$ cat src/hw/rtl/page_framebuffer_refresh_engine_defines.svh
// Assertion macros shared by the frame buffer refresh engine RTL.
`ifndef PAGE_FRAMEBUFFER_REFRESH_ENGINE_DEFINES_SVH
`define PAGE_FRAMEBUFFER_REFRESH_ENGINE_DEFINES_SVH
`ifndef SYNTHESIS
`define PFRE_ASSERT_ALWAYS(lbl, ck, rn, cond, msg) \
  lbl: assert property (@(posedge ck) disable iff (!rn) (cond)) else $error(msg);
`define PFRE_ASSERT_IMPL(lbl, ck, rn, ante, cons, msg) \
  lbl: assert property (@(posedge ck) disable iff (!rn) (ante) |-> (cons)) else $error(msg);
`else
`define PFRE_ASSERT_ALWAYS(lbl, ck, rn, cond, msg)
`define PFRE_ASSERT_IMPL(lbl, ck, rn, ante, cons, msg)
`endif
`endif

$ cat src/hw/rtl/pfre_pkg.sv
// Types, constants and codes of the page frame buffer refresh engine.
package pfre_pkg;

  localparam int SCREEN_WIDTH_DEF = 128;
  localparam int PAGE_COUNT_DEF   = 8;
  localparam int COL_W_MAX        = 8;   // SCREEN_WIDTH <= 256
  localparam int PAGE_W_MAX       = 4;   // PAGE_COUNT <= 16
  localparam int CMD_DEPTH        = 4;

  localparam logic [7:0] CMD_PAGE_BASE = 8'hB0;
  localparam logic [7:0] CTRL_DATA     = 8'h40;
  localparam logic [7:0] CMD_COL_HI    = 8'h10;
  localparam logic [7:0] BYTE_ZERO     = 8'h00;
  localparam logic [7:0] BIT_LEFT      = 8'h80;

  // position of the refresh stream within one page
  localparam logic [2:0] PH_PAGE_CTRL = 3'd0;
  localparam logic [2:0] PH_PAGE_CMD  = 3'd1;
  localparam logic [2:0] PH_LO_CTRL   = 3'd2;
  localparam logic [2:0] PH_LO_CMD    = 3'd3;
  localparam logic [2:0] PH_HI_CTRL   = 3'd4;
  localparam logic [2:0] PH_HI_CMD    = 3'd5;
  localparam logic [2:0] PH_DATA_CTRL = 3'd6;
  localparam logic [2:0] PH_DATA      = 3'd7;

  typedef enum logic [1:0] {
    REQ_PIXEL,
    REQ_BITMAP,
    REQ_CLEAR,
    REQ_FETCH
  } req_kind_t;

  typedef struct packed {
    logic [1:0]         req_type;
    logic signed [15:0] x;
    logic signed [15:0] y;
    logic               color;
    logic [7:0]         pattern;
    logic [3:0]         bit_count;
  } in_t;

  typedef struct packed {
    logic [7:0] out_byte;
    logic       starts_transfer;
    logic       ends_transfer;
    logic       frame_done;
  } out_t;

  // classified request between front and back
  typedef struct packed {
    req_kind_t             kind;
    logic [PAGE_W_MAX-1:0] page;
    logic [COL_W_MAX-1:0]  col;
    logic [2:0]            row_bit;
    logic                  color;
    logic [7:0]            hits;    // bit i: pixel at col+i is on screen and to be written
  } cmd_t;

  typedef enum logic [2:0] {
    BK_IDLE,
    BK_BIT,
    BK_WR,
    BK_CLEAR,
    BK_FETCH,
    BK_FETCH_OUT
  } back_state_t;

endpackage

$ cat src/hw/rtl/pfre_front.sv
// Front end: accepts requests, clips pixels and builds queue commands.
module pfre_front #(
  parameter int SCREEN_WIDTH = pfre_pkg::SCREEN_WIDTH_DEF,
  parameter int PAGE_COUNT   = pfre_pkg::PAGE_COUNT_DEF
) (
  input  pfre_pkg::in_t   in_data,
  input  logic            in_push,
  output logic            in_full,
  input  logic            fifo_full,
  input  logic            init_busy,
  output logic            cmd_push,
  output pfre_pkg::cmd_t  cmd
);

  localparam int ROWS = PAGE_COUNT * 8;

  assign in_full  = fifo_full || init_busy;
  assign cmd_push = in_push && !in_full;

  always_comb begin
    logic              row_ok;
    logic [3:0]        cnt;
    logic [16:0]       c;
    logic [7:0]        col_ok;
    pfre_pkg::req_kind_t kind;
    kind   = pfre_pkg::req_kind_t'(in_data.req_type);
    row_ok = !in_data.y[15] && (in_data.y[14:0] < 15'(ROWS));
    cnt    = (in_data.bit_count > 4'd8) ? 4'd8 : in_data.bit_count;
    // column of bit i is x+i, computed one bit wider so it never wraps
    for (int i = 0; i < 8; i++) begin
      c = {in_data.x[15], in_data.x} + 17'(i);
      col_ok[i] = !c[16] && (c[15:0] < 16'(SCREEN_WIDTH));
    end

    cmd.kind    = kind;
    cmd.page    = in_data.y[6:3];
    cmd.col     = in_data.x[7:0];
    cmd.row_bit = in_data.y[2:0];
    cmd.color   = 1'b1;
    cmd.hits    = '0;
    case (kind)
      pfre_pkg::REQ_PIXEL: begin
        cmd.color = in_data.color;
        cmd.hits  = {7'b0, row_ok && col_ok[0]};
      end
      pfre_pkg::REQ_BITMAP: begin
        for (int i = 0; i < 8; i++) begin
          cmd.hits[i] = row_ok && col_ok[i] && (4'(i) < cnt) &&
                        ((in_data.pattern & (pfre_pkg::BIT_LEFT >> i)) != 8'h00);
        end
      end
      default: begin
        cmd.hits = '0;
      end
    endcase
  end

endmodule

$ cat config.mk
export PLATFORM = sky130hd
export DESIGN_NAME = pfre_front
export DESIGN_NICKNAME = d
export VERILOG_FILES = /design/src/hw/rtl/page_framebuffer_refresh_engine_defines.svh /design/src/hw/rtl/pfre_pkg.sv /design/src/hw/rtl/pfre_front.sv
export SDC_FILE = /design/constraint.sdc
export NUM_CORES = 1
export LEC_CHECK = 0
export BUFFER_PORTS_ARGS = -buffer_cell sky130_fd_sc_hd__buf_2
export CAP_MARGIN = 20
export CORE_UTILIZATION = 53
export DETAILED_ROUTE_END_ITERATION = 8
export PLACE_DENSITY_LB_ADDON = 0.3
export SLEW_MARGIN = 25
export SYNTH_ARGS = -nofsm -noshare
export SYNTH_HDL_FRONTEND = slang
export SYNTH_SLANG_ARGS = --single-unit
$ cat constraint.sdc
create_clock -name vclk -period 3.15
set_clock_uncertainty 0.15 [all_clocks]
set_input_delay 0.1575 -clock vclk [all_inputs]
set_output_delay 0.1575 -clock vclk [all_outputs]
set_load 0.05 [all_outputs]
Word-level counts from Yosys, hierarchy flattened
Index checks and enable logic that the tools add are counted.
Storage, ports and cells
  memories: 0
  bits in registers: 0
  word-level logic and storage cells: 75
  memory bits (writable): 0
  latch bits: 0
  bits of input ports: 50
  bits in read-only memories: 0
  output and inout bits: 28
Operators by class
  multiplexer cells: 3
  reductions and logical operators: 46
  bitwise logic cells: 0
  order comparisons: 18
  eq/ne operators: 1
  shift operators: 0
  div/mod/pow operators: 0
  add/subtract/negate cells: 7
  $mul: 0
Operator list (count)
  16-bit by 8-bit < comparator with 1-bit output (second input constant): 8
  16-bit by 4-bit adder with 17-bit output (second input constant): 4
  16-bit by 3-bit adder with 17-bit output (second input constant): 2
  1-bit logical AND: 34
  16-bit by 2-bit adder with 17-bit output (second input constant): 1
  3-bit by 4-bit < comparator with 1-bit output (first input constant): 4
  8-bit one-hot mux with 2 select lines: 1
  15-bit by 7-bit < comparator with 1-bit output (second input constant): 1
  1-bit logical NOT: 10
  1-bit by 4-bit < comparator with 1-bit output (first input constant): 2
  2-bit by 4-bit < comparator with 1-bit output (first input constant): 2
  4-bit > comparator (second input constant): 1
  4-bit 2-to-1 mux: 1
  2-bit by 1-bit equality test with 1-bit output (second input constant): 1
  2-bit logical NOT: 1
  1-bit logical OR: 1
  1-bit 2-to-1 mux: 1

Longest topological paths before layout
Gate-level depths: netlist (run 1).
  depth after elaboration: 7
  mapped depth: 7
  depth with buffers taken out: 5

Worst setup path after synthesis (run 1)
OpenSTA, ideal clock, no wires.
  kind: input port to output port
  start: input port in_data[41] in the netlist's numbering
  end: output port cmd[6] in the netlist's numbering
  buffers on the path: 2
  stages: 6
  path slack: 182 ps
  arrival: 2661 ps
  required time: 2842 ps
  cell sequence: clkbuf_1 -> clkbuf_1 -> or2_2 -> o2111ai_1 -> a211o_1 -> nor4_1
RTL lines
  from (decl): line pfre_front.sv:6  | input pfre_pkg::in_t in_data,
  to (decl): line pfre_front.sv:12  | output pfre_pkg::cmd_t cmd

==> flow_metrics.py, run 1 <==
metrics = {
    "run_status": {
        "status": "completed",
    },
    "setup_path": {
        "cp-start-kind": "input port",
        "cp.required_ns": 2.84,
        "cp_top_family": "simple AND/OR/NAND/NOR gates",
        "cpMostUsedCell": "buf_2",
        "crit_type": "in -> out",
        "end_kind": "primary output",
        "cp_num_buf_inv": 2,
        "crit_slowest_cell": "nand4_1",
        "crit_path_cell_trace": "buf_2 -> nand4_1 -> o21ai_1 -> nor4b_1 -> o2111ai_1 -> a2111oi_2 -> buf_2",
        "critPathMaxStageDelay_ns": 0.51,
        "cp_max_fo": 23,
        "cp.arrival_ns": 2.34,
    },
    "min_path": {
        "min_from": "in_data[14]",
        "hp-class": "in -> out",
        "whs_endpoint": "cmd[10]",
        "hold_depth": 0,
    },
    "drt": {
        "antenna_left": 0,
        "routed_wl_um": 5410,
        "first_pass_iters": 5,
        "vias": 2175,
        "wl_per_cell_um": 17.5,
        "drtIter0Drc": 210,
        "avgViaCountPerCell": 7.04,
        "drc_errors": 0,
    },
    "die": {
        "core_mm2": 0.00276,
        "fp-row-count": 19,
        "die_x_um": 56.1,
        "start_util_pct": 56.3,
        "dieHeight_um": 56.1,
        "ios": 78,
        "die_area_mm2": 0.00315,
    },
    "cells_and_area": {
        "final_layout_size_suffix_gt1_share_pct": 28.8,
        "regArea_um2": 0,
        "fin_cells": 309,
        "fin_util_pct": 62.6,
        "final_cell_mix": "buf_2, nand3_1, nor4_1",
        "seq_cells": 0,
        "syn2layout_area_growth_pct": 11.2,
        "diodes": 0,
        "final_common_cell": "buf_2",
        "final.fill_count": 273,
        "num-nets-final": 330,
        "clock_buffer_count": 0,
    },
    "placed_design": {
        "dp_hpwl_um": 3950,
        "gp_congestion": 0.988,
        "place_inst": 309,
        "io_buffers": 66,
        "dp_slack_ns": 0.582,
    },
    "sta": {
        "rsz0062_at_grt": "no",
        "relSlewSlack_pct": 63.6,
        "setup_ws_ns": 0.502,
        "hold_violations": 0,
        "tns_ns": 0,
        "setup_violations": 0,
        "maxSlewViolCount": 0,
        "period_share_pct": 84.1,
        "whs_ns": 0.165,
        "fin_crit_ns": 2.65,
        "worstMarginPinSlew_ns": 0.544,
        "max_freq_ghz": 0.378,
    },
    "grt": {
        "grt_usage_pct": 32.7,
        "gr-total-overflow": 0,
        "grt_pass1_vias": 1757,
        "grt_max_degree": 27,
        "grt_pass1_wl_um": 8470,
        "grt_antenna_before_repair": 0,
    },
    "power": {
        "switching_share_pct": 69.3,
        "p_seq_share_pct": 0,
        "clock_power_share_pct": 0,
        "p_leak_uw": 0.000604,
        "power.internal_uw": 61.2,
        "pwr-share-comb_pct": 100.0,
        "p_per_area_mw_per_mm2": 116,
        "power_switching_uw": 138,
        "ir_drop_v": 0.0000868,
    },
    "yosys": {
        "syn-cell-area_mm2": 0.00155,
        "ys_types": 54,
        "syn_inst": 247,
        "ys_seq_area_share_pct": 0,
        "ys.warnings.count": 0,
        "avgSynthCellArea_um2": 6.28,
        "syn-num-nets": 297,
    },
    "clock_network": {
        "cts_resized": 0,
        "post_cts_buffers": 0,
        "cts_hold_buf": 0,
    },
    "run": {
        "drv_cap": 0,
    },
}
-- routing by layer --
layer  part of all wire, %  GRT usage, %  vias up
li1                      -             -     1014
met1                    40          48.7      954
met2                    42          45.9      185
met3                    16          8.14       22
met4                   2.8          9.06        0
met5                     0             0        -
-- metrics by stage --
step                power [µW]  instance area (µm²)
CTS                        193                 1730
floorplan                  159                 1550
global placement           192                 1730
finish                     199                 1730
detailed placement         193                 1730
global route               212                 1730
-- synthesized netlist by cell type, types with 3 or more instances --
master | count | area, µm²
a31oi_1 | 4 | 25.0
nor3_2 | 3 | 30.0
o31ai_1 | 5 | 37.5
and4_1 | 4 | 35.0
nor2_1 | 13 | 48.8
a21o_1 | 3 | 22.5
nor3_1 | 13 | 65.1
nand4_1 | 12 | 75.1
nand2b_1 | 3 | 18.8
and3_1 | 3 | 18.8
o2111ai_1 | 3 | 26.3
o21ai_1 | 5 | 25.0
inv_1 | 4 | 15.0
and2_1 | 5 | 31.3
o211ai_1 | 3 | 22.5
buf_2 | 9 | 45.0
xnor2_1 | 8 | 70.1
nand3_1 | 17 | 85.1
or3_1 | 8 | 50.1
clkbuf_1 | 10 | 37.5
o21ai_0 | 13 | 65.1
a21oi_1 | 9 | 45.0
nor4_1 | 15 | 93.8
buf_4 | 18 | 135
nand2_1 | 14 | 52.6
o22ai_1 | 4 | 25.0
mux2i_1 | 3 | 30.0
or2_1 | 3 | 18.8
-- cell families after synthesis --
family / after synthesis / synth area share (%)
AOI/OAI and AO/OA: 65 / 28.4
muxes: 4 / 2.66
buffers and inverters: 43 / 15.5
xor gates and xnor gates: 10 / 5.65
and+or+nand+nor: 125 / 47.8
-- power by group through the flow --
stage	sequential, µW	combinational (µW)	clock (µW)
global placement	0	192	0
global route	0	212	0
floorplan	0	159	0
CTS	0	193	0
detailed placement	0	193	0
finish	0	199	0
-- area by class of cell --
type / count / area, µm² / area share, %
inverter: 4 / 15.0 / 0.870
multi-input combinational: 204 / 1310 / 76.0
tap: 31 / 38.8 / 2.25
timing repair buffer: 70 / 360 / 20.9
-- worst max path at each step --
| stage | from | to | slack (ns) | depth (start not counted) |
|---|---|---|---|---|
| 5_1_grt | in_data[38] | cmd[1] | 0.40 | 7 |
| 3_3_place_gp | in_data[34] | cmd[1] | 0.71 | 7 |
| 6_report | in_data[38] | cmd[1] | 0.50 | 7 |
| 2_1_floorplan | in_data[41] | cmd[6] | 0.18 | 6 |
| 4_1_cts | in_data[38] | cmd[1] | 0.57 | 7 |
| 3_5_place_dp | in_data[38] | cmd[1] | 0.58 | 7 |
(Power assumes the default switching activity.)
==> inputs of run 2 (changes only) <==
--- a/config.mk
+++ b/config.mk
@@ -7,7 +7,7 @@
 export LEC_CHECK = 0
 export BUFFER_PORTS_ARGS = -buffer_cell sky130_fd_sc_hd__buf_2
 export CAP_MARGIN = 20
-export CORE_UTILIZATION = 53
+export CORE_UTILIZATION = 49
 export DETAILED_ROUTE_END_ITERATION = 8
 export PLACE_DENSITY_LB_ADDON = 0.3
 export SLEW_MARGIN = 25
==> constraint.sdc (replaced) <==
create_clock -name vclk -period 2.8
set_clock_uncertainty 0.15 [all_clocks]
set_input_delay 0.14 -clock vclk [all_inputs]
set_output_delay 0.14 -clock vclk [all_outputs]
set_load 0.05 [all_outputs]
==> run 2 against run 1 <==
Critical path depth stayed put. Wire length rose by 5.6%. Cell area grew 4.3%. Flip-flop and latch count is the same. Via count rose by 1.5%. Power grew 16%. Non-clock buffer count up 6. First-iteration DRC count down 1.9%.
==> flow_metrics.py, run 2 (synthesis results as in run 1) <==
metrics = {
    "run_status": {
        "status": "completed",
    },
    "clock_network": {
        "cts_hold_buf": 0,
        "cts_resized": 0,
        "post_cts_buffers": 0,
    },
    "setup_path": {
        "end_kind": "primary output",
        "critPathMaxStageDelay_ns": 0.49,
        "crit_path_cell_trace": "buf_2 -> nand4_2 -> or3_1 -> xnor2_1 -> o22a_1 -> a2111oi_2 -> buf_2",
        "crit_cells": 7,
        "cp-start-kind": "input port",
        "cp_top_family": "simple AND/OR/NAND/NOR gates",
        "cp_num_buf_inv": 2,
        "crit_slowest_cell": "or3_1",
        "cp_max_fo": 17,
        "critPathCapture": "cmd[1]",
        "startpoint": "in_data[36]",
        "cp.required_ns": 2.51,
        "cp.arrival_ns": 2.17,
        "cpMostUsedCell": "buf_2",
        "crit_type": "in -> out",
    },
    "cells_and_area": {
        "seq_cells": 0,
        "final_common_cell": "buf_2",
        "regArea_um2": 0,
        "fin_cells": 328,
        "final_layout_size_suffix_gt1_share_pct": 31.0,
        "diodes": 0,
        "syn2layout_area_growth_pct": 16.0,
        "num-nets-final": 336,
        "clock_buffer_count": 0,
        "final_cell_mix": "buf_2, nand3_1, nand2_1",
    },
    "power": {
        "p_leak_uw": 0.000632,
        "ir_drop_v": 0.0000656,
        "p_total_uw": 232,
        "p_per_area_mw_per_mm2": 129,
    },
    "grt": {
        "grt_antenna_before_repair": 0,
        "grt_pass1_wl_um": 8960,
        "grt_pass1_vias": 1871,
        "gr-total-overflow": 0,
        "grt_usage_pct": 33.3,
        "grt_max_degree": 24,
    },
    "drt": {
        "vias": 2207,
        "wl_per_cell_um": 17.4,
        "avgViaCountPerCell": 6.73,
        "drtIter0Drc": 206,
        "drc_errors": 0,
        "first_pass_iters": 5,
        "routed_wl_um": 5710,
        "antenna_left": 0,
    },
    "die": {
        "core_mm2": 0.00303,
        "fp-row-count": 20,
        "start_util_pct": 51.2,
        "die_area_mm2": 0.00340,
        "dieHeight_um": 58.3,
        "die_x_um": 58.3,
        "ios": 78,
    },
    "sta": {
        "maxSlewViolCount": 0,
        "hold_violations": 0,
        "max_freq_ghz": 0.407,
        "fin_crit_ns": 2.46,
        "period_share_pct": 87.8,
        "setup_violations": 0,
        "tns_ns": 0,
        "relSlewSlack_pct": 67.0,
        "rsz0062_at_grt": "no",
        "worstMarginPinSlew_ns": 0.491,
    },
    "placed_design": {
        "dp_hpwl_um": 4300,
        "place_inst": 328,
        "io_buffers": 66,
        "gp_congestion": 1.03,
    },
    "min_path": {
        "hp-class": "in -> out",
    },
    "run": {
        "drv_cap": 0,
    },
}
==> run 2: cell types whose count changed in the layout (fill, tap and decap cells not counted) <==
cell,change
nor4_1,-2
buf_4,+6
nor4_2,+2
==> run 2: worst min-delay path by stage <==
stage           startpoint       to  depth (start not counted)
6_report       in_data[13]   cmd[9]                          0
3_5_place_dp   in_data[15]  cmd[11]                          0
3_3_place_gp   in_data[15]  cmd[11]                          0
2_1_floorplan  in_data[14]  cmd[10]                          1
5_1_grt        in_data[13]   cmd[9]                          0
4_1_cts        in_data[15]  cmd[11]                          0
==> run 2: layout make-up <==
cell class         count  area, µm²
well taps             44       55.1
inverters              4       15.0
multi-input cells    204       1320
fillers              323       1230
repair buffers        76        405
==> run 2: power by group <==
part | total, µW | leakage, µW | internal (µW) | switching [µW]
logic | 232 | 0.000632 | 73.2 | 158
registers | 0 | 0 | 0 | 0
clock network | 0 | 0 | 0 | 0
==> run 2: metal layers <==
| metal | global-route usage (%) | share of wire [%] | vias up |
|---|---|---|---|
| met3 | 5.58 | 14 | 34 |
| met2 | 50.2 | 42 | 188 |
| met4 | 13.3 | 4.6 | 0 |
| li1 | - | - | 1021 |
| met5 | 0 | 0 | - |
| met1 | 46.9 | 40 | 964 |
==> run 2: through the flow <==
stage	utilization, %	cell area, µm²	hold WS, ns	setup slack, ns
floorplan	-	1560	0.297	0.210
global placement	59.4	1800	0.130	0.432
detailed placement	59.4	1800	0.130	0.385
CTS	59.4	1800	0.130	0.381
global route	59.4	1800	0.130	0.195
finish	59.4	1800	0.130	0.342
==> inputs of run 3 (changes only) <==
--- a/config.mk
+++ b/config.mk
@@ -5,6 +5,7 @@
 export SDC_FILE = /design/constraint.sdc
 export NUM_CORES = 1
 export LEC_CHECK = 0
+export ABC_CLOCK_PERIOD_IN_PS = 2300
 export BUFFER_PORTS_ARGS = -buffer_cell sky130_fd_sc_hd__buf_2
 export CAP_MARGIN = 20
 export CORE_UTILIZATION = 49
==> constraint.sdc (replaced) <==
create_clock -name vclk -period 2.3
set_clock_uncertainty 0.15 [all_clocks]
set_input_delay 0.115 -clock vclk [all_inputs]
set_output_delay 0.115 -clock vclk [all_outputs]
set_load 0.05 [all_outputs]
==> run 3 against run 2 <==
The run now ends with DRC left. Worst setup slack got worse by 0.30 ns. Global-route usage increased by 1.8 points. First-iteration DRC count decreased by 8.7%. Power increased by 35%. Die area unchanged. Via count increased by 4.4%. Clock-buffer cell count unchanged. Hold slack got worse by 0.050 ns. Largest cell class unchanged.
==> flow_metrics.py, run 3 (synthesis results as in run 1) <==
metrics = {
    "run_status": {
        "status": "finished, violations left",
        "violations": "DRC",
    },
    "min_path": {
        "min_from": "in_data[18]",
        "hp-class": "in -> out",
    },
    "cells_and_area": {
        "regArea_um2": 0,
        "final_common_cell": "buf_2",
        "seq_cells": 0,
        "final_cell_mix": "buf_2, buf_4, nand3_1",
        "clock_buffer_count": 0,
        "syn2layout_area_growth_pct": 31.7,
        "fin_cells": 349,
        "num-nets-final": 357,
        "diodes": 0,
        "final_layout_size_suffix_gt1_share_pct": 38.0,
    },
    "grt": {
        "grt_pass1_wl_um": 9480,
        "gr-total-overflow": 0,
        "grt_max_degree": 17,
        "grt_antenna_before_repair": 0,
        "grt_pass1_vias": 2042,
        "grt_usage_pct": 35.1,
    },
    "drt": {
        "routed_wl_um": 5880,
        "first_pass_iters": 7,
        "antenna_left": 0,
        "drtIter0Drc": 188,
        "vias": 2305,
        "avgViaCountPerCell": 6.60,
        "drc_errors": 1,
        "wl_per_cell_um": 16.8,
    },
    "die": {
        "die_x_um": 58.3,
        "start_util_pct": 51.2,
        "core_mm2": 0.00303,
        "fp-row-count": 20,
        "ios": 78,
        "dieHeight_um": 58.3,
        "die_area_mm2": 0.00340,
    },
    "sta": {
        "setup_ws_ns": 0.0435,
        "hold_violations": 0,
        "worstMarginPinSlew_ns": 0.535,
        "fin_crit_ns": 2.26,
        "period_share_pct": 98.1,
        "setup_violations": 0,
        "maxSlewViolCount": 0,
        "relSlewSlack_pct": 64.0,
        "max_freq_ghz": 0.443,
        "whs_ns": 0.0800,
        "rsz0062_at_grt": "no",
    },
    "setup_path": {
        "cp-start-kind": "input port",
        "cp.arrival_ns": 1.99,
        "crit_path_cell_trace": "buf_2 -> nand4_2 -> buf_4 -> nor4_1 -> buf_4 -> xnor2_1 -> o2111ai_1 -> a2111oi_4 -> clkbuf_4",
        "crit_type": "in -> out",
        "cp_max_fo": 5,
        "cp.required_ns": 2.04,
        "crit_slowest_cell": "nor4_1",
        "critPathMaxStageDelay_ns": 0.35,
        "end_kind": "primary output",
        "cpMostUsedCell": "buf_4",
        "startpoint": "in_data[36]",
    },
    "placed_design": {
        "dp_slack_ns": 0.0387,
        "io_buffers": 66,
        "gp_congestion": 1.07,
        "dp_hpwl_um": 4650,
        "place_inst": 349,
    },
    "power": {
        "p_per_area_mw_per_mm2": 153,
        "p_leak_uw": 0.000753,
        "ir_drop_v": 0.000120,
    },
    "run": {
        "drv_cap": 0,
    },
    "clock_network": {
        "post_cts_buffers": 0,
        "cts_hold_buf": 0,
    },
}
==> run 3: changes by cell type in the layout (fill, tap and decap cells not counted), sizes merged <==
| cell | change |
|---|---|
| buf | +20 |
| clkbuf | +1 |
==> run 3: path summary, 6_finish.rpt <==
check | endpoint | slack (ns) | cells after the start
max | cmd[1] | 0.04 | 9
min | cmd[22] | 0.08 | 0
==> run 3: metal layers <==
metal  global-route usage (%)  vias up  wire length [µm]
li1                         -     1063                 -
met1                     47.9     1024              2230
met2                     56.3      177              2600
met3                     3.13       41               718
met4                     15.0        0               336
met5                        0        -                 0
==> run 3: final cells by class <==
type	count	area [µm²]
repair buffers	97	591
multi-input cells	204	1380
inverters	4	15.0
well taps	44	55.1
fillers	291	985
==> run 3: worst max-delay path, delay by kind of cell <==
kind            cells  cell delay, ns
simple gates        2            0.53
buf+inv             4            0.82
compound gates      2            0.40
xor+xnor            1            0.12
==> run 3: timing repair <==
action	4_1_cts	5_1_grt
resized for setup	0	9
endpoints found under the setup margin	0	7
hold endpoints to repair	0	0
==> run 3: power by group <==
group | leakage [µW] | total, µW | internal (µW) | switching [µW]
combinational | 0.000753 | 312 | 110 | 201
clock | 0 | 0 | 0 | 0
sequential | 0 | 0 | 0 | 0
==> run 3: through the flow <==
stage | instance area (µm²) | util [%] | total power [µW] | TNS [ns]
floorplan | 1580 | - | 221 | -0.0248
global placement | 2000 | 66.0 | 294 | 0
detailed placement | 2000 | 66.0 | 299 | 0
CTS | 2000 | 66.0 | 300 | 0
global route | 2040 | 67.5 | 332 | 0
finish | 2040 | 67.5 | 312 | 0
