==> src/hw/rtl/page_framebuffer_refresh_engine_defines.svh <==
// Assertion macros shared by the frame buffer refresh engine RTL.
`ifndef PAGE_FRAMEBUFFER_REFRESH_ENGINE_DEFINES_SVH
`define PAGE_FRAMEBUFFER_REFRESH_ENGINE_DEFINES_SVH
`ifndef SYNTHESIS
`define PFRE_ASSERT_ALWAYS(lbl, ck, rn, cond, msg) \
  lbl: assert property (@(posedge ck) disable iff (!rn) (cond)) else $error(msg);
`define PFRE_ASSERT_IMPL(lbl, ck, rn, ante, cons, msg) \
  lbl: assert property (@(posedge ck) disable iff (!rn) (ante) |-> (cons)) else $error(msg);
`else
`define PFRE_ASSERT_ALWAYS(lbl, ck, rn, cond, msg)
`define PFRE_ASSERT_IMPL(lbl, ck, rn, ante, cons, msg)
`endif
`endif

==> src/hw/rtl/pfre_pkg.sv <==
// Types, constants and codes of the page frame buffer refresh engine.
package pfre_pkg;

  localparam int SCREEN_WIDTH_DEF = 128;
  localparam int PAGE_COUNT_DEF   = 8;
  localparam int COL_W_MAX        = 8;   // SCREEN_WIDTH <= 256
  localparam int PAGE_W_MAX       = 4;   // PAGE_COUNT <= 16
  localparam int CMD_DEPTH        = 4;

  localparam logic [7:0] CMD_PAGE_BASE = 8'hB0;
  localparam logic [7:0] CTRL_DATA     = 8'h40;
  localparam logic [7:0] CMD_COL_HI    = 8'h10;
  localparam logic [7:0] BYTE_ZERO     = 8'h00;
  localparam logic [7:0] BIT_LEFT      = 8'h80;

  // position of the refresh stream within one page
  localparam logic [2:0] PH_PAGE_CTRL = 3'd0;
  localparam logic [2:0] PH_PAGE_CMD  = 3'd1;
  localparam logic [2:0] PH_LO_CTRL   = 3'd2;
  localparam logic [2:0] PH_LO_CMD    = 3'd3;
  localparam logic [2:0] PH_HI_CTRL   = 3'd4;
  localparam logic [2:0] PH_HI_CMD    = 3'd5;
  localparam logic [2:0] PH_DATA_CTRL = 3'd6;
  localparam logic [2:0] PH_DATA      = 3'd7;

  typedef enum logic [1:0] {
    REQ_PIXEL,
    REQ_BITMAP,
    REQ_CLEAR,
    REQ_FETCH
  } req_kind_t;

  typedef struct packed {
    logic [1:0]         req_type;
    logic signed [15:0] x;
    logic signed [15:0] y;
    logic               color;
    logic [7:0]         pattern;
    logic [3:0]         bit_count;
  } in_t;

  typedef struct packed {
    logic [7:0] out_byte;
    logic       starts_transfer;
    logic       ends_transfer;
    logic       frame_done;
  } out_t;

  // classified request between front and back
  typedef struct packed {
    req_kind_t             kind;
    logic [PAGE_W_MAX-1:0] page;
    logic [COL_W_MAX-1:0]  col;
    logic [2:0]            row_bit;
    logic                  color;
    logic [7:0]            hits;    // bit i: pixel at col+i is on screen and to be written
  } cmd_t;

  typedef enum logic [2:0] {
    BK_IDLE,
    BK_BIT,
    BK_WR,
    BK_CLEAR,
    BK_FETCH,
    BK_FETCH_OUT
  } back_state_t;

endpackage

==> src/hw/rtl/pfre_cmd_fifo.sv <==
// Short command queue between the front classifier and the back sequencer.
`include "page_framebuffer_refresh_engine_defines.svh"

module pfre_cmd_fifo #(
  parameter int DEPTH = pfre_pkg::CMD_DEPTH
) (
  input  logic            clk,
  input  logic            rst_n,
  input  logic            push,
  input  pfre_pkg::cmd_t  din,
  output logic            full,
  input  logic            pop,
  output pfre_pkg::cmd_t  dout,
  output logic            empty
);

  localparam int IDX_W = (DEPTH > 1) ? $clog2(DEPTH) : 1;

  pfre_pkg::cmd_t   q_r [DEPTH];
  logic [IDX_W-1:0] wr_ptr_r, wr_ptr_nxt;
  logic [IDX_W-1:0] rd_ptr_r, rd_ptr_nxt;
  logic [IDX_W:0]   count_r, count_nxt;
  logic             do_push, do_pop;

  assign full    = (count_r == (IDX_W+1)'(DEPTH));
  assign empty   = (count_r == '0);
  assign do_push = push && !full;
  assign do_pop  = pop && !empty;
  assign dout    = q_r[rd_ptr_r];

  always_comb begin
    wr_ptr_nxt = wr_ptr_r;
    rd_ptr_nxt = rd_ptr_r;
    count_nxt  = count_r;
    if (do_push) begin
      wr_ptr_nxt = (wr_ptr_r == IDX_W'(DEPTH - 1)) ? '0 : wr_ptr_r + 1'b1;
    end
    if (do_pop) begin
      rd_ptr_nxt = (rd_ptr_r == IDX_W'(DEPTH - 1)) ? '0 : rd_ptr_r + 1'b1;
    end
    if (do_push && !do_pop) begin
      count_nxt = count_r + 1'b1;
    end else if (do_pop && !do_push) begin
      count_nxt = count_r - 1'b1;
    end
  end

  always_ff @(posedge clk) begin
    if (!rst_n) begin
      wr_ptr_r <= '0;
      rd_ptr_r <= '0;
      count_r  <= '0;
    end else begin
      wr_ptr_r <= wr_ptr_nxt;
      rd_ptr_r <= rd_ptr_nxt;
      count_r  <= count_nxt;
    end
  end

  always_ff @(posedge clk) begin
    if (do_push) begin
      q_r[wr_ptr_r] <= din;
    end
  end

  `PFRE_ASSERT_ALWAYS(a_count_bound, clk, rst_n, count_r <= (IDX_W+1)'(DEPTH), "queue overfilled")
  `PFRE_ASSERT_IMPL(a_no_pop_empty, clk, rst_n, pop, !empty, "pop from empty queue")
  `PFRE_ASSERT_IMPL(a_no_push_full, clk, rst_n, push, !full, "push into full queue")

endmodule

==> config.mk <==
export PLATFORM = sky130hd
export DESIGN_NAME = pfre_cmd_fifo
export DESIGN_NICKNAME = d
export VERILOG_FILES = /design/src/hw/rtl/pfre_pkg.sv /design/src/hw/rtl/pfre_cmd_fifo.sv
export VERILOG_INCLUDE_DIRS = /design/src /design/src/hw/rtl
export SDC_FILE = /design/constraint.sdc
export NUM_CORES = 1
export LEC_CHECK = 0
export ABC_CLOCK_PERIOD_IN_PS = 2400
export CAP_MARGIN = 20
export CELL_PAD_IN_SITES_DETAIL_PLACEMENT = 1
export CELL_PAD_IN_SITES_GLOBAL_PLACEMENT = 2
export CORE_UTILIZATION = 40
export DETAILED_ROUTE_END_ITERATION = 10
export DONT_BUFFER_PORTS = 1
export PLACE_DENSITY_LB_ADDON = 0.1
export SLEW_MARGIN = 20
export SYNTH_ARGS = -nofsm -noshare
export SYNTH_HDL_FRONTEND = slang
export SYNTH_SLANG_ARGS = --single-unit
==> constraint.sdc <==
create_clock -name clk -period 2.4 [get_ports clk]
set_input_delay 0.48 -clock clk [delete_from_list [all_inputs] [get_ports clk]]
set_output_delay 0.48 -clock clk [all_outputs]
set_load 0.02 [all_outputs]
# Word-level counts from Yosys, hierarchy flattened
# Memory sizes are Yosys's and may differ from the RTL's. A register that Yosys moved wholly into a read port is not among the register bits.
# Index checks and enable logic that the tools add are counted.
[word_totals]
ram_bits = 104
output_inout_bits = 28
regBits = 7
mem_count = 1
inputBits = 30
elab_cells = 29
[memory_table]
columns = ["name", "depth", "word_bits", "read_ports", "rd_ports_with_merged_regs", "wr", "line", "source"]
rows = [
  ["q_r", 4, 26, 1, 1, 1, "pfre_cmd_fifo.sv:19", "pfre_pkg::cmd_t q_r [DEPTH];"],
]
[classes]
n_addsub = 4
n_reduce_logical = 10
mux = 8
n_eq_ne = 3
[op_table]
columns = ["cell", "n"]
rows = [
  ["2-to-1 mux 2 bit", 4],
  ["2-to-1 mux 3 bit", 2],
  ["adder 2 x 1 -> 2 bit, second input constant", 2],
  ["== test 2 bit, second input constant", 2],
  ["logical AND 1 bit", 4],
  ["logical NOT 1 bit", 4],
  ["adder 3 x 1 -> 3 bit, second input constant", 1],
  ["== test 3 bit, second input constant", 1],
  ["logical NOT 3 bit", 1],
  ["subtractor 3 x 1 -> 3 bit, second input constant", 1],
  ["2-to-1 mux 1 bit", 2],
  ["nonzero test 2 bit", 1],
]

# Depth between registers and ports, before layout
# Gate-level depths: netlist (run 1).
[logic_depth]
ltp_word = 7
ltp_mapped = 9
ltp_nobuf = 8

# Worst setup path before layout (run 1)
# No wires, ideal clock.
[synth_path]
path_kind = "register to register"
from = "reg count_r[0]"
to = "reg count_r[2]"
arrival_time_ps = 2036
path_slack_ps = 288
synth_period_minus_slack_ps = 2112
setup_time_ps = 76
stages_incl_launch_ff = 8
cell_sequence = "dfxtp_1 -> o31ai_1 -> ha_1 -> inv_1 -> fa_1 -> xor2_1 -> or3_1 -> a21boi_0"
[synth_via]
elab_chain_cells = 6
[synth_rtl]
columns = ["element", "line", "source"]
rows = [
  ["from (decl)", "pfre_cmd_fifo.sv:22", "logic [IDX_W:0] count_r, count_nxt;"],
  ["from (signal assigned)", "pfre_cmd_fifo.sv:56", "count_r <= count_nxt;"],
  ["branches (longest 6 deep; another with subtractor 3 x 1 -> 3 bit)", "-", ""],
]
# Parallel ways; which one is timed is not known. The select of a mux whose other input is x is not followed.
# A chain may end at the register's enable or synchronous reset.

==> summary.md, run 1 <==
| Metric | Value |
|---|---|
| DRC violations left | `0` |
| Max VDD drop | `0.457 mV` |
| Post-Place Setup Slack | `0.110 ns` |
| Overall Global Routing Usage | `14.5%` |
| Sw Pwr | `1590 µW` |
| Post-synthesis cell type count | `26` |
| Hold Vio Cnt, Final | `0` |
| Gr ovfl total | `0` |
| Post-route ant nets | `0` |
| P_leak | `0.00167 µW` |
| Slowest stage delay, CP | `0.62 ns` |
| # diodes | `0` |
| CP Class | `flip-flop to output pin` |
| Clock share of power | `41.0%` |
| Clock buffer depth | `2` |
| Worst path top cell family by delay | `multiplexers` |
| Worst setup margin | `0.106 ns` |
| Vias per inst | `5.14` |
| Critical Path RT | `1.92 ns` |
| Max FO, Critical Path | `20` |
| Initial DRC count | `54` |
| Sw frac | `25.5%` |
| GP Congestion | `0.731` |
| Total Routed Length | `7.36 mm` |
| CTS root buf | `clkbuf_8` |
| Period utilization | `95.6%` |
| Synth Area in Adders | `2.22%` |
| Worst-Skew Late Latency | `0.49 ns` |
| RR Endpoint | `count_r[2]$_SDFFE_PN0P_` |
| Post-Synthesis Cells | `187` |
| Post-Synth XOR/XNOR Area | `0.409%` |
| Worst rel slew slack | `56.0%` |
| Hold-fix buffers, CTS | `0` |
| RSZ-0062 raised after global routing | `false` |
| Power share of the combinational group | `18.6%` |
| Sequential share of the synthesized area | `77.2%` |
| TritonCTS Sinks | `113` |
| CP Capture Point | `dout[11]` |
| Met3 Use GR | `6.80%` |
| Number of clock buffers inserted by TritonCTS | `17` |
| YS warnings | `0` |
| Post-synthesis mux area share | `14.9%` |
| Max-slew violations | `0` |
| FP Rows | `37` |
| Post-synth design cell area | `4280 µm²` |
| P_int | `4630 µW` |
| Max_cap viols | `0` |
| Flop pwr share | `40.5%` |
| Setup TNS | `0 ns` |
| Status | `finished clean` |
| Worst Setup Start Kind | `flip-flop` |
| Critical path depth in cells | `2` |
| Post-synthesis register bit count | `113` |
| FF-to-FF setup slack | `0.19 ns` |
| Most frequent cells in the layout | `edfxtp_1 (104), mux4_2 (20), clkbuf_16 (16), buf_4 (8)` |
| CTS tree | `yes` |
| Post-cts resize count | `0` |
| Fraction of layout cells with a size suffix above 1 | `27.4%` |
| Core area | `10300 µm²` |
| First-pass GRT wire length | `11.2 mm` |
| I/O pin count | `58` |
| Setup bufs post-CTS | `0` |
| Reg clk slew, reported paths | `0.05 ns` |
| Die Ht | `105 µm` |
| Worst-path cell chain | `buf_12 > mux4_2` |
| Starting density of the core | `41.4%` |
| NumNets Final | `244` |
| Number of global-route vias before repair | `2093` |
| Die Width | `105 µm` |
| CP Capture Type | `output pin` |
| Slowest cell on crit path | `mux4_2` |
| Synth Area in Simple Gates | `2.52%` |
| Drt first pass iters | `4` |
| Busiest grt layer | `met2` |
| Most common cell after layout, fill and taps aside | `edfxtp_1` |
| Max Freq | `436 MHz` |
| I/O Buffers | `0` |
| Final setup fails | `0` |
| Synth-to-layout area growth | `18.5%` |
| Worst Clk Skew | `0.00808 ns` |
| Initial antenna violation count | `0` |
| M1 GR Usage | `14.5%` |
| Drt wl/cell | `20.7 µm` |
| Fillers | `893` |
| Htree depth | `4` |
| Cells on worst reg2reg path | `7` |
| Post-DP HPWL | `4.56 mm` |
| Via count | `1823` |
| Syn_nets | `224` |
| Actual slew at the worst max-slew pin | `0.655 ns` |
| Min Tclk post-route | `2.29 ns` |
| Buf+Inv Stages, Crit Path | `1` |
| Largest family of logic cells by synthesized area | `multiplexers` |
| Syn_area_per_cell | `22.9 µm²` |
| Post-synthesis compound-gate area fraction | `0.702%` |
| RR Startpoint | `count_r[1]$_SDFFE_PN0P_` |
| Die area | `11100 µm²` |
| PD cells | `1230 nW/µm²` |
| Routing usage on met2 | `25.7%` |
| Largest net degree at the start of global routing | `27` |
| Crit path arrival time | `1.81 ns` |
| Worst min path class | `primary input to flip-flop` |
==> area by class of cell <==
class                   count  area (µm²)  area share (%)
well taps                 136         170            3.36
multi-input cells          63         888            17.5
inverters                   3        11.3           0.222
flip-flops and latches    113        3310            65.3
clock inverters            13         193            3.80
repair buffers              9        80.1            1.58
clock buffers              18         418            8.25
==> cell usage after synthesis <==
cell      count  area [µm²]
edfxtp_1    104        3120
mux4_2       20         450
dfxtp_1       9         180
ha_1          6        75.1
mux4_1        6         158
nand2_1       6        22.5
and2_1        5        31.3
buf_2         3        15.0
inv_1         3        11.3
mux2i_1       3        30.0
o21ai_0       3        15.0
buf_12        2        40.0
nand3_1       2        10.0
nor2_1        2        7.51
nor2b_1       2        12.5
a21boi_0      1        7.51
buf_6         1        11.3
clkbuf_1      1        3.75
clkbuf_2      1        5.00
fa_1          1        20.0
nor3_1        1        5.00
nor3b_2       1        12.5
o31ai_1       1        7.51
or3_1         1        6.26
xnor2_1       1        8.76
xor2_1        1        8.76
==> stage by stage <==
step | hold WS, ns | power, µW | instances | utilization, % | area [µm²]
after floorplan | 0.468 | 3530 | 187 | - | 4280
after global placement | 0.476 | 3680 | 324 | 43.1 | 4450
after detailed placement | 0.523 | 3740 | 324 | 43.1 | 4450
after CTS | 0.0542 | 6320 | 355 | 49.1 | 5060
after global routing | 0.0469 | 6460 | 355 | 49.1 | 5070
final | 0.0792 | 6220 | 355 | 49.1 | 5070
==> how the worst min path moves through the flow <==
stage	start	endpoint	slack [ns]	cells after the start
2_1_floorplan	wr_ptr_r[1]$_SDFFE_PN0P_	wr_ptr_r[1]$_SDFFE_PN0P_	0.47	2
3_3_place_gp	wr_ptr_r[1]$_SDFFE_PN0P_	wr_ptr_r[1]$_SDFFE_PN0P_	0.48	2
3_5_place_dp	wr_ptr_r[1]$_SDFFE_PN0P_	wr_ptr_r[1]$_SDFFE_PN0P_	0.52	2
4_1_cts	din[14]	q_r[1][14]$_DFFE_PP_	0.05	0
5_1_grt	din[6]	q_r[2][6]$_DFFE_PP_	0.05	0
6_report	din[11]	q_r[3][11]$_DFFE_PP_	0.08	0
==> power by group through the flow <==
stage / Combinational (µW) / Sequential (µW) / Clock [µW]
floorplan: 1020 / 2500 / 0
global placement: 1140 / 2540 / 0
detailed placement: 1180 / 2560 / 0
CTS: 1190 / 2520 / 2610
global route: 1240 / 2540 / 2680
finish: 1160 / 2520 / 2550
==> state kept, by name, indices dropped and copies added, names as in the netlist, named ones only <==
name / flops
rd_ptr_r: 2
q_r: 104
wr_ptr_r: 2
count_r: 3
==> cells by family (layout without fill, tap and decap cells) <==
kind of cell               Yosys count  after routing
muxes                               29             29
DFF                                113            113
buffers and inverters               11             43
xor gates and xnor gates             2              2
and+or+nand+nor                     20             20
adders and majority gates            7              7
AOI/OAI and AO/OA                    5              5
==> per-layer routing <==
metal	vias up	wire [µm]
li1	813	-
met5	-	0
met1	961	2800
met3	5	515
met2	44	4000
met4	0	50
(Power assumes the default switching activity.)
==> inputs of run 2 (changes only) <==
GPL_TIMING_DRIVEN = 0   (was not set)
PLACE_DENSITY_LB_ADDON = 0.2   (was 0.1)
==> summary.md, run 2 (same netlist as run 1, synthesis figures left out) <==
| Metric | Value |
|---|---|
| DRC violations left | `0` |
| Cells on worst reg2reg path | `9` |
| Worst-path cell chain | `clkbuf_2 > buf_2 > mux4_2` |
| Power share of the combinational group | `20.2%` |
| Max FO, Critical Path | `10` |
| RSZ-0062 raised after global routing | `false` |
| Die area | `11100 µm²` |
| Status | `finished clean` |
| Fraction of layout cells with a size suffix above 1 | `28.3%` |
| TritonCTS Sinks | `113` |
| Worst Setup Start Kind | `flip-flop` |
| P_int | `4340 µW` |
| Overall Global Routing Usage | `15.5%` |
| Actual slew at the worst max-slew pin | `0.765 ns` |
| Largest net degree at the start of global routing | `27` |
| NumNets Final | `243` |
| Reg with most FFs | `q_r` |
| Clock share of power | `37.9%` |
| Number of clock buffers inserted by TritonCTS | `17` |
| I/O Buffers | `0` |
| Starting density of the core | `41.4%` |
| Critical Path RT | `1.92 ns` |
| Total Routed Length | `7.84 mm` |
| Initial DRC count | `80` |
| Min-delay src | `din[5]` |
| Die Ht | `105 µm` |
| Max VDD drop | `0.481 mV` |
| Max_cap viols | `0` |
| Vias per inst | `5.24` |
| FP Rows | `37` |
| P_leak | `0.00163 µW` |
| Clock buffer depth | `2` |
| FF-to-FF setup slack | `0.13 ns` |
| Htree depth | `4` |
| CP Class | `flip-flop to output pin` |
| Worst-Skew Late Latency | `0.52 ns` |
| CTS root buf | `clkbuf_8` |
| Crit path arrival time | `1.83 ns` |
| Initial antenna violation count | `0` |
| Post-route ant nets | `0` |
| Synth-to-layout area growth | `17.3%` |
| RR Startpoint | `count_r[2]$_SDFFE_PN0P_` |
| Core area | `10300 µm²` |
| Final Util | `48.6%` |
| Slowest cell on crit path | `mux4_2` |
| I/O pin count | `58` |
| # diodes | `0` |
| Largest regs | `q_r: 104 flops, count_r: 3 flops` |
| Max Freq | `433 MHz` |
| Max FFs per register | `104` |
| Number of global-route vias before repair | `2114` |
| Worst min path class | `primary input to flip-flop` |
| First-pass GRT wire length | `12.0 mm` |
| Slowest stage delay, CP | `0.45 ns` |
| RR Endpoint | `count_r[2]$_SDFFE_PN0P_` |
| Worst Clk Skew | `0.00895 ns` |
| Reg clk slew, reported paths | `0.05 ns` |
| GP Congestion | `0.701` |
| Most common cell after layout, fill and taps aside | `edfxtp_1` |
| Drt first pass iters | `4` |
| WHS Path Cells | `0` |
| Most frequent cells in the layout | `edfxtp_1 (104), mux4_2 (20), clkbuf_16 (16), dfxtp_1 (7)` |
| Post-DP HPWL | `4.76 mm` |
| Final Power | `6010 µW` |
| Drt wl/cell | `22.1 µm` |
| Setup bufs post-CTS | `0` |
| Hold Vio Cnt, Final | `0` |
| Via count | `1861` |
| Worst rel slew slack | `49.0%` |
| Max-slew violations | `0` |
| Min Tclk post-route | `2.31 ns` |
| Hold WS | `0.0517 ns` |
| Final setup fails | `0` |
| Period utilization | `96.2%` |
| Sw frac | `27.7%` |
| Flop pwr share | `41.9%` |
| CP Capture Type | `output pin` |
| Die Width | `105 µm` |
| Sw Pwr | `1660 µW` |
| CTS tree | `yes` |
| Hold-fix buffers, CTS | `0` |
| Gr ovfl total | `0` |
| PD cells | `1200 nW/µm²` |
| Hold EP | `q_r[2][5]$_DFFE_PP_` |
==> run 2: cell count changes in the layout (fill, tap and decap cells not counted), moves of 2 or more <==
cell | previous run | this run
and2_1 | 5 | 1
and2_2 | 0 | 4
bufinv_16 | 5 | 2
buf_2 | 0 | 3
buf_4 | 8 | 0
clkinv_2 | 3 | 5
clkinvlp_4 | 1 | 3
==> run 2: layer usage <==
layer / track usage (%) / share of wire [%] / vias to the layer above
li1: - / - / 811
met1: 16.6 / 40 / 988
met2: 26.6 / 53 / 45
met3: 5.75 / 5.0 / 17
met4: 8.45 / 2.0 / 0
met5: 0 / 0 / -
==> run 2: metrics by stage <==
| stage | instance area, µm² | setup WS [ns] | std cells | TNS, ns |
|---|---|---|---|---|
| 5_1_grt | 5020 | 0.00181 | 355 | 0 |
| 3_3_place_gp | 4450 | 0.0361 | 323 | 0 |
| 2_1_floorplan | 4280 | 0.288 | 187 | 0 |
| 6_report | 5020 | 0.0905 | 355 | 0 |
| 3_5_place_dp | 4450 | -0.124 | 323 | -0.124 |
| 4_1_cts | 5000 | 0.0318 | 355 | 0 |
==> run 2: repair_timing <==
| action | CTS | global route |
|---|---|---|
| gates cloned | 0 | 0 |
| pin swaps | 0 | 0 |
| resized for setup | 1 | 4 |
| setup endpoints to repair | 1 | 1 |
==> run 2: power groups by stage <==
stage          combinational, µW  clock, µW  sequential (µW)
3_3_place_gp                1180          0             2520
5_1_grt                     1300       2390             2540
2_1_floorplan               1020          0             2500
6_report                    1210       2270             2520
3_5_place_dp                1230          0             2540
4_1_cts                     1240       2310             2510
==> run 2: cell type report <==
cell class	count	area (µm²)
Fill cell	914	5310
Sequential cell	113	3310
Multi-Input combinational cell	63	913
Clock buffer	18	418
Tap cell	136	170
Clock inverter	14	123
Buffer	8	75.1
Inverter	3	11.3
==> run 2: worst max path at each step <==
stage	cells past startpoint	startpoint	to	slack, ns
after global placement	4	count_r[0]$_SDFFE_PN0P_	q_r[2][6]$_DFFE_PP_	0.04
after detailed placement	7	count_r[0]$_SDFFE_PN0P_	count_r[2]$_SDFFE_PN0P_	-0.12
after global routing	3	flip-flop	dout[10]	0.002
after floorplan	7	count_r[0]$_SDFFE_PN0P_	count_r[2]$_SDFFE_PN0P_	0.29
final	3	flip-flop	dout[10]	0.09
after CTS	3	flip-flop	dout[10]	0.03
==> run 2: worst max-delay path, delay by kind of cell (launching register included) <==
kind / cells / cell delay [ns]
buffers and inverters: 2 / 0.54
muxes: 1 / 0.45
DFF: 1 / 0.31
==> inputs of run 3 (changes only) <==
ABC_CLOCK_PERIOD_IN_PS = 2600   (was 2400)
clock period = 2.6 ns   (was 2.4 ns; I/O delays follow)
==> summary.md, run 3 (same netlist as run 1, synthesis figures left out) <==
| Metric | Value |
|---|---|
| Status | `finished clean` |
| Drt wl/cell | `22.0 µm` |
| Clock buffer depth | `2` |
| Period utilization | `90.3%` |
| NumNets Final | `243` |
| I/O pin count | `58` |
| Crit path arrival time | `1.83 ns` |
| Met3 WL | `382 µm` |
| Number of clock buffers inserted by TritonCTS | `17` |
| Reg with most FFs | `q_r` |
| Max VDD drop | `0.422 mV` |
| Synth-to-layout area growth | `16.8%` |
| Worst rel slew slack | `49.1%` |
| Reg clk slew, reported paths | `0.05 ns` |
| Worst setup margin | `0.251 ns` |
| Initial DRC count | `79` |
| Worst Setup Start Kind | `flip-flop` |
| Worst Clk Skew | `0.00914 ns` |
| P_leak | `0.00163 µW` |
| Post-DP HPWL | `4.76 mm` |
| CTS root buf | `clkbuf_8` |
| Hold-fix buffers, CTS | `0` |
| First-pass GRT wire length | `12.0 mm` |
| Critical Path RT | `2.08 ns` |
| Fillers | `914` |
| TritonCTS Sinks | `113` |
| # diodes | `0` |
| Max-slew violations | `0` |
| Number of global-route vias before repair | `2114` |
| Hold Vio Cnt, Final | `0` |
| Most frequent cells in the layout | `edfxtp_1 (104), mux4_2 (20), clkbuf_16 (16), dfxtp_1 (9)` |
| WL met1 | `3.11 mm` |
| Total Routed Length | `7.82 mm` |
| Initial antenna violation count | `0` |
| RR Startpoint | `count_r[0]$_SDFFE_PN0P_` |
| Die area | `11100 µm²` |
| Max Freq | `426 MHz` |
| Worst-Skew Late Latency | `0.52 ns` |
| Actual slew at the worst max-slew pin | `0.764 ns` |
| Overall Global Routing Usage | `15.5%` |
| FF-to-FF setup slack | `0.29 ns` |
| Drt first pass iters | `4` |
| Post-Place Setup Slack | `0.0757 ns` |
| Footprint of the multi-input gates | `898 µm²` |
| Htree depth | `4` |
| CP Capture Point | `dout[10]` |
| Vias per inst | `5.21` |
| Setup TNS | `0 ns` |
| Cells on worst reg2reg path | `9` |
| Reg area | `3300 µm²` |
| Fraction of layout cells with a size suffix above 1 | `27.4%` |
| Min Tclk post-route | `2.35 ns` |
| Final setup fails | `0` |
| Most common cell after layout, fill and taps aside | `edfxtp_1` |
| Max FO, Critical Path | `10` |
| Gr ovfl total | `0` |
| Starting density of the core | `41.4%` |
| Met2 WL | `4.17 mm` |
| RSZ-0062 raised after global routing | `false` |
| Top Metal Used | `met4` |
| Via count | `1848` |
| Core area | `10300 µm²` |
| CP Class | `flip-flop to output pin` |
| Post-route ant nets | `0` |
| Largest net degree at the start of global routing | `27` |
| CP Capture Type | `output pin` |
| Largest regs | `q_r: 104 flops, count_r: 3 flops` |
| DRC violations left | `0` |
| FP Rows | `37` |
| Die Width | `105 µm` |
| GP Congestion | `0.701` |
| I/O Buffers | `0` |
| PD cells | `1110 nW/µm²` |
| Worst min path class | `primary input to flip-flop` |
| RR Endpoint | `count_r[2]$_SDFFE_PN0P_` |
| Min-delay src | `din[5]` |
| Max FFs per register | `104` |
| Max_cap viols | `0` |
| Die Ht | `105 µm` |
| CTS tree | `yes` |
==> run 3: cell counts in the layout (fill, tap and decap cells not counted) <==
No cell type changed its count.
==> run 3: how the worst min path moves through the flow <==
stage / endpoint / slack [ns] / cells past startpoint
after floorplan: wr_ptr_r[1]$_SDFFE_PN0P_ / 0.47 / 2
after global routing: q_r[3][1]$_DFFE_PP_ / 0.07 / 0
final: q_r[2][5]$_DFFE_PP_ / 0.09 / 0
after global placement: wr_ptr_r[1]$_SDFFE_PN0P_ / 0.47 / 2
after detailed placement: rd_ptr_r[1]$_SDFFE_PN0P_ / 0.53 / 2
after CTS: q_r[2][8]$_DFFE_PP_ / 0.07 / 0
==> run 3: per-stage QoR <==
stage	hold WS, ns	instances	cell area, µm²	total power [µW]	util, %
6_report	0.0921	355	5000	5520	48.4
5_1_grt	0.0715	355	5000	5730	48.4
4_1_cts	0.0725	355	4990	5590	48.4
3_5_place_dp	0.529	323	4450	3490	43.1
3_3_place_gp	0.474	323	4450	3410	43.1
2_1_floorplan	0.468	187	4280	3260	-
==> run 3: where the power goes <==
group | switching (µW) | internal [µW] | leakage [µW]
sequential | 85.4 | 2230 | 0.00103
combinational | 672 | 441 | 0.000342
clock | 766 | 1330 | 0.000260
total | 1520 | 4000 | 0.00163
==> run 3: cell type report <==
| class | count | area share (%) |
|---|---|---|
| well taps | 136 | 3.40 |
| plain buffers | 8 | 1.50 |
| clock buffers | 18 | 8.36 |
| clock inverters | 14 | 2.45 |
| inverters | 3 | 0.225 |
| flip-flops and latches | 113 | 66.1 |
| multi-input cells | 63 | 18.0 |
==> run 3: worst max-delay path, cell delays in order (launching register included) <==
cell      delay (ns)
dfxtp_1         0.31
clkbuf_2        0.22
buf_2           0.32
mux4_2          0.45
==> run 3: what timing repair did <==
action | CTS | global route
setup endpoints to repair | 0 | 1
resized for setup | 0 | 1
setup buffers | 0 | 0
==> run 3: metal layers <==
metal / global-route usage, % / vias up
li1: - / 810
met1: 16.6 / 978
met2: 26.6 / 43
met3: 5.75 / 17
met4: 8.45 / 0
met5: 0 / -
